===== src/rtl/core/vtq_pkg.sv =====
package vtq_pkg;

	localparam int NUM_CHANNELS_DEF = 2;

	localparam int RAW_W   = 10;
	localparam int MV_W    = 14;
	localparam int DELAY_W = 16;
	localparam int CHAN_W  = 1;
	localparam int CFG_IDX_W  = 2;
	localparam int CFG_DATA_W = 16;

	localparam int MV_FULL  = 15000;
	localparam int ADC_FULL = 1023;
	localparam int PROD_W   = 24;

	localparam logic [MV_W-1:0]    ENTER_RESET = MV_W'(1100);
	localparam logic [MV_W-1:0]    EXIT_RESET  = MV_W'(11500);
	localparam logic [DELAY_W-1:0] DELAY_RESET = DELAY_W'(10);

	typedef enum logic {
		OP_SAMPLE = 1'b0,
		OP_RESCAN = 1'b1
	} op_t;

	typedef enum logic [CFG_IDX_W-1:0] {
		REG_LOW_ENTER     = 2'd0,
		REG_LOW_EXIT      = 2'd1,
		REG_QUALIFY_DELAY = 2'd2,
		REG_UNUSED        = 2'd3
	} cfg_reg_t;

endpackage


===== src/rtl/core/voltage_threshold_qualifier_core.sv =====
// channel | signals                                                                   | dir
// --------+---------------------------------------------------------------------------+----
// in      | in_valid, in_stall, op, channel, raw_sample                               | in
// out     | out_valid, out_stall, out_channel, scaled_millivolts, low_flag, published | out
// cfg     | cfg_wr_en, cfg_index, cfg_data                                            | in
//
// One beat in per cycle, one beat out per cycle, unless out_stall holds a full output register;
// stages: scale multiply, divide by 1023, threshold and timer update.
// All three stages advance together while the output register is empty or taken.
// Reset clears the stage valids, per-channel state and restores register defaults.
// in_stall follows out_stall whenever the output register holds a beat.
module voltage_threshold_qualifier_core #(
	parameter int NUM_CHANNELS = vtq_pkg::NUM_CHANNELS_DEF
) (
	input  logic                              clk,
	input  logic                              arst_n,
	input  logic                              in_valid,
	output logic                              in_stall,
	input  vtq_pkg::op_t                      op,
	input  logic [vtq_pkg::CHAN_W-1:0]        channel,
	input  logic [vtq_pkg::RAW_W-1:0]         raw_sample,
	output logic                              out_valid,
	input  logic                              out_stall,
	output logic [vtq_pkg::CHAN_W-1:0]        out_channel,
	output logic [vtq_pkg::MV_W-1:0]          scaled_millivolts,
	output logic                              low_flag,
	output logic                              published,
	input  logic                              cfg_wr_en,
	input  logic [vtq_pkg::CFG_IDX_W-1:0]     cfg_index,
	input  logic [vtq_pkg::CFG_DATA_W-1:0]    cfg_data
);
	import vtq_pkg::*;

	logic                adv;
	logic                accept;

	logic [MV_W-1:0]     enter_q;
	logic [MV_W-1:0]     exit_q;
	logic [DELAY_W-1:0]  delay_q;

	logic                v_s1;
	op_t                 op_s1;
	logic [CHAN_W-1:0]   ch_s1;
	logic [PROD_W-1:0]   prod_s1;

	logic                v_s2;
	op_t                 op_s2;
	logic [CHAN_W-1:0]   ch_s2;
	logic [MV_W-1:0]     mv_s2;

	logic                out_valid_q;
	logic [CHAN_W-1:0]   out_channel_q;
	logic [MV_W-1:0]     mv_q;
	logic                flag_q;
	logic                pub_q;

	logic                pub_low_q [NUM_CHANNELS];
	logic                raw_low_q [NUM_CHANNELS];
	logic [DELAY_W-1:0]  timer_q   [NUM_CHANNELS];

	logic [PROD_W:0]     div_sum;
	logic [14:0]         div_q0;
	logic [PROD_W:0]     div_rem;
	logic [14:0]         div_q;

	logic                ch_ok;
	logic                cur_pub;
	logic                cur_raw;
	logic [DELAY_W-1:0]  cur_timer;
	logic                now_low;
	logic                nxt_pub;
	logic                nxt_raw;
	logic [DELAY_W-1:0]  nxt_timer;
	logic                pub_beat;
	logic                flag_beat;

	assign adv      = !out_valid_q || !out_stall;
	assign in_stall = !adv;
	assign accept   = in_valid && adv;

	always_ff @(posedge clk or negedge arst_n) begin
		if (!arst_n) begin
			enter_q <= ENTER_RESET;
			exit_q  <= EXIT_RESET;
			delay_q <= DELAY_RESET;
		end else if (cfg_wr_en) begin
			unique case (cfg_reg_t'(cfg_index))
				REG_LOW_ENTER:     enter_q <= cfg_data[MV_W-1:0];
				REG_LOW_EXIT:      exit_q  <= cfg_data[MV_W-1:0];
				REG_QUALIFY_DELAY: delay_q <= cfg_data[DELAY_W-1:0];
				default: ;
			endcase
		end
	end

	// divide by 1023: series estimate, then one correction step
	always_comb begin
		div_sum = (PROD_W+1)'(prod_s1) + (PROD_W+1)'(prod_s1 >> 10)
			+ (PROD_W+1)'(prod_s1 >> 20);
		div_q0  = div_sum[PROD_W:10];
		div_rem = (PROD_W+1)'(prod_s1) + (PROD_W+1)'(div_q0)
			- ((PROD_W+1)'(div_q0) << 10);
		div_q   = (div_rem >= (PROD_W+1)'(ADC_FULL)) ? div_q0 + 15'd1 : div_q0;
	end

	always_ff @(posedge clk or negedge arst_n) begin
		if (!arst_n) begin
			v_s1        <= 1'b0;
			v_s2        <= 1'b0;
			out_valid_q <= 1'b0;
		end else if (adv) begin
			v_s1        <= accept;
			v_s2        <= v_s1;
			out_valid_q <= v_s2;
		end
	end

	always_ff @(posedge clk) begin
		if (adv) begin
			op_s1   <= op;
			ch_s1   <= channel;
			prod_s1 <= (op == OP_SAMPLE) ? PROD_W'(raw_sample) * PROD_W'(MV_FULL) : '0;
			op_s2   <= op_s1;
			ch_s2   <= ch_s1;
			mv_s2   <= div_q[MV_W-1:0];
			out_channel_q <= ch_s2;
			mv_q          <= mv_s2;
			flag_q        <= flag_beat;
			pub_q         <= pub_beat;
		end
	end

	always_comb begin
		ch_ok     = 1'b0;
		cur_pub   = 1'b0;
		cur_raw   = 1'b0;
		cur_timer = '0;
		for (int i = 0; i < NUM_CHANNELS; i++) begin
			if (int'(ch_s2) == i) begin
				ch_ok     = 1'b1;
				cur_pub   = pub_low_q[i];
				cur_raw   = raw_low_q[i];
				cur_timer = timer_q[i];
			end
		end
	end

	always_comb begin
		now_low   = cur_pub ? (mv_s2 < exit_q) : (mv_s2 < enter_q);
		nxt_pub   = cur_pub;
		nxt_raw   = cur_raw;
		nxt_timer = cur_timer;
		pub_beat  = 1'b0;
		if (op_s2 == OP_RESCAN) begin
			nxt_timer = '0;
			nxt_raw   = cur_pub;
			pub_beat  = 1'b1;
		end else if (now_low != cur_raw) begin
			nxt_raw   = now_low;
			nxt_timer = delay_q;
			if (delay_q == '0) begin
				nxt_pub  = now_low;
				pub_beat = 1'b1;
			end
		end else if (cur_timer != '0) begin
			nxt_timer = cur_timer - DELAY_W'(1);
			if (cur_timer == DELAY_W'(1)) begin
				nxt_pub  = cur_raw;
				pub_beat = 1'b1;
			end
		end
		flag_beat = ch_ok && nxt_pub;
		pub_beat  = ch_ok && pub_beat;
	end

	always_ff @(posedge clk or negedge arst_n) begin
		if (!arst_n) begin
			for (int i = 0; i < NUM_CHANNELS; i++) begin
				pub_low_q[i] <= 1'b0;
				raw_low_q[i] <= 1'b0;
				timer_q[i]   <= '0;
			end
		end else if (adv && v_s2) begin
			for (int i = 0; i < NUM_CHANNELS; i++) begin
				if (int'(ch_s2) == i) begin
					pub_low_q[i] <= nxt_pub;
					raw_low_q[i] <= nxt_raw;
					timer_q[i]   <= nxt_timer;
				end
			end
		end
	end

	assign out_valid         = out_valid_q;
	assign out_channel       = out_channel_q;
	assign scaled_millivolts = mv_q;
	assign low_flag          = flag_q;
	assign published         = pub_q;

endmodule

===== config.mk =====
export PLATFORM = sky130hd
export DESIGN_NAME = voltage_threshold_qualifier_core
export DESIGN_NICKNAME = d
export VERILOG_FILES = /design/src/rtl/core/vtq_pkg.sv /design/src/rtl/core/voltage_threshold_qualifier_core.sv
export SDC_FILE = /design/constraint.sdc
export NUM_CORES = 1
export LEC_CHECK = 0
export BUFFER_PORTS_ARGS = -buffer_cell sky130_fd_sc_hd__clkbuf_2
export CORE_ASPECT_RATIO = 0.75
export CORE_MARGIN = 4
export CORE_UTILIZATION = 60
export DETAILED_ROUTE_END_ITERATION = 6
export GPL_TIMING_DRIVEN = 0
export PLACE_DENSITY = 0.85
export SYNTH_ARGS = -nofsm -noshare
export SYNTH_HDL_FRONTEND = slang
export SYNTH_SLANG_ARGS = --single-unit

===== constraint.sdc =====
create_clock -name clk -period 19.5 [get_ports clk]
set_input_delay 3.9 -clock clk [delete_from_list [all_inputs] [get_ports clk]]
set_output_delay 3.9 -clock clk [all_outputs]
set_load 0.005 [all_outputs]

==> metrics <==
busiest grt layer met2; sequential area share after synthesis 0.3090; failing checks capacitance limit, slew limit; biggest cell delay along the critical path 0.58 ns; fraction of synthesized area in multiplexers 0.05324; Initial Utilization 0.6218; Avg WL per Cell 19.45 um; antenna fix cells 0; clock tree buffer depth 2; Synth Flop Type dfrtp_1; grt met1 use 0.3980; Post-CTS Hold Fix Bufs 0; Crit path max-delay family simple AND/OR/NAND/NOR gates; via count 10,350; Tightest Pin Transition 1.502 ns; Final setup viols 0; Hold Path Sink ch_s2$_DFFE_PN_; clock sinks 139; async set-reset flop share out of synthesis 0.5971; Final Hold Vio Count 0; core area 19,650 um2; Synthesis Warnings 0; EDFF count, synth 56; Cell variety after synth 82; WS Path Type primary input to output port; CTS tree built; DR DRC count 0; most frequent cells in the layout 163 x ha_1, 128 x inv_1, 97 x nand2_1, 85 x nor2_1, 69 x dfrtp_1; CP arrival 4.92 ns; hold_sp ch_s1$_DFFE_PN_; vias in the first global route 9,844; area grow syn2layout 10.35%; All-Layer GR Usage 0.2731; global placer's final weighted congestion 0.9945; crit path cell chain clkbuf_2 -> nand2_4 -> inv_1 -> clkbuf_2; chip height 131.6 um; drt total wl 31,590 um; Post-Synth Adder-Cell Area 0.2258; max-cap violations 1; Synth Area in XOR/XNOR 0.04300; Avg Inst Size Synth 9.511 um2; crit path max fanout 62; RSZ-0062 raised after global routing no; RR Startpoint prod_s1[3]$_SDFFCE_PP0N_; CP startpoint out_stall; crit path max-delay cell type nand2_4; first-pass GRT wire length 50,760 um; antenna violations before repair 0; Port-buffer cells 53; total CTS buffers 17; leading cell type in the layout, fill and taps excluded ha_1; CP Data Required Time 15.60 ns; setup TNS 0 ns; nets 1,592; total gr overflow 0; CTS H-tree depth 4; share of layout cells above drive strength 1 0.1225; Core Util, Final 0.6862; worst rel slew slack -0.01059; Synth Area in Compound Gates 0.1511; Post CTS Setup Buffer Count 0; dpl hpwl 24,050 um; Clock transition at path regs 0.06 ns; IO Pins 54; DIE WIDTH 172.8 um; die area 22,740 um2; GRT met3 Usage 0.08041; largest net degree at the start of global routing 63; largest family of logic cells by synthesized area adder cells; via/cell ratio 6.373; max-slew violations 6; Bufs and invs on worst path 3; Skew-Pair Late Insertion Delay 0.43 ns; Layout Skew 0.01403 ns; Syn Nets 1,519; reg2reg setup slack 11.05 ns; remaining antenna violation count 0; Starting DRT DRC Count 1,294; status finished with violations; flops & latches, synth 139; root buffer cell clkbuf_16; Initial DRT Pass Iterations 7; post-synthesis simple-gate area fraction 0.1623; std cell rows 44; Min Clock Period, post-route 8.815 ns; # resized after CTS 0; post-synthesis cell count 1,285; Max Freq 113.4 MHz; CP endpoint kind output port; Worst setup SP type primary input; Min-Delay Path Depth 0; Worst path most repeated cell clkbuf_2; FF-to-FF End mv_s2[9]$_DFFE_PN_; worst min path class flip-flop to flip-flop; global routing usage on met2 0.4107; Cell Area, Synth 12,220 um2; final worst path period share 0.4521; R2R depth 23; Fill cells 1,472
how the worst max path moves through the flow:
stage	to	slack [ns]	cells after the start
finish	in_stall	10.68	4
global route	in_stall	10.58	4
CTS	in_stall	10.66	4
detailed placement	prod_s1[22]$_SDFFCE_PP0N_	10.59	17
global placement	in_stall	9.29	4
floorplan	in_stall	10.25	2
cell families after synthesis:
kind of cell	count (synthesis)
flops	139
simple gates	387
xor+xnor	60
fa+ha+maj	199
buf+inv	177
compound gates	264
mux	59
Yosys cell counts (all sizes together), types with 4 or more instances:
| master | number | area share |
|---|---|---|
| nand3 | 49 | 0.020 |
| mux2 | 42 | 0.039 |
| o311ai | 34 | 0.024 |
| a211oi | 11 | 0.0072 |
| a31oi | 11 | 0.0061 |
| nor2b | 8 | 0.0047 |
| nor3 | 18 | 0.0074 |
| a211o | 5 | 0.0036 |
| mux2i | 17 | 0.014 |
| fa | 36 | 0.059 |
| nand4 | 14 | 0.0077 |
| o21bai | 10 | 0.0061 |
| nor3b | 11 | 0.0068 |
| a21boi | 4 | 0.0025 |
| nand3b | 9 | 0.0055 |
| xor2 | 26 | 0.019 |
| xnor2 | 34 | 0.024 |
| a21oi | 46 | 0.019 |
| o31ai | 5 | 0.0035 |
| o211ai | 8 | 0.0057 |
| nor2 | 85 | 0.026 |
| or3 | 15 | 0.0077 |
| o21ai | 56 | 0.023 |
| buf | 11 | 0.0046 |
| edfxtp | 56 | 0.14 |
| nand2b | 25 | 0.013 |
| a21o | 36 | 0.022 |
| and3 | 12 | 0.0061 |
| a2111oi | 5 | 0.0036 |
| inv | 128 | 0.039 |
| o21a | 8 | 0.0050 |
| or4 | 9 | 0.0058 |
| or2 | 4 | 0.0020 |
| dfrtp | 69 | 0.14 |
| nor4 | 10 | 0.0051 |
| dfstp | 14 | 0.030 |
| nand2 | 98 | 0.030 |
| clkbuf | 38 | 0.012 |
| ha | 163 | 0.17 |
| and2 | 9 | 0.0046 |
registers in the layout, summed over array words and instances, names as in the netlist:
signal / flops
ch_s1: 1
ch_s2: 1
delay_q: 16
enter_q: 14
exit_q: 14
low_flag: 1
mv_s2: 14
op_s1: 1
op_s2: 1
out_channel: 1
out_valid: 1
prod_s1: 21
pub_low_q: 2
published: 1
raw_low_q: 2
scaled_millivolts: 14
timer_q: 32
v_s1: 1
v_s2: 1
metal layers:
metal,vias to the layer above,share of wire
met5,-,0
met4,0,0.016
met3,83,0.11
met2,568,0.43
met1,4923,0.45
li1,4776,-
layout make-up:
cell class	instances	area, um2	share of cell area
multi-input combinational	969	7774	0.5764
inverter	128	480.5	0.03562
tap	253	316.6	0.02347
clock buffer	19	432.9	0.03210
buffer	49	198.9	0.01475
sequential	139	3776	0.2800
clock inverter	13	212.7	0.01577
timing repair buffer	54	295.3	0.02189
stage by stage:
stage | hold slack [ns] | instances | setup slack, ns | cell area, um2
3_5_place_dp | 0.4102 | 1592 | 10.59 | 12840
2_1_floorplan | 0.4003 | 1285 | 10.25 | 12220
6_report | 0.4230 | 1624 | 10.68 | 13490
4_1_cts | 0.4249 | 1624 | 10.66 | 13490
3_3_place_gp | 0.4009 | 1591 | 9.293 | 12800
5_1_grt | 0.4256 | 1624 | 10.58 | 13490
Power is not shown: default switching activity piles up to over one toggle a cycle in this logic, so the estimate is an artifact.
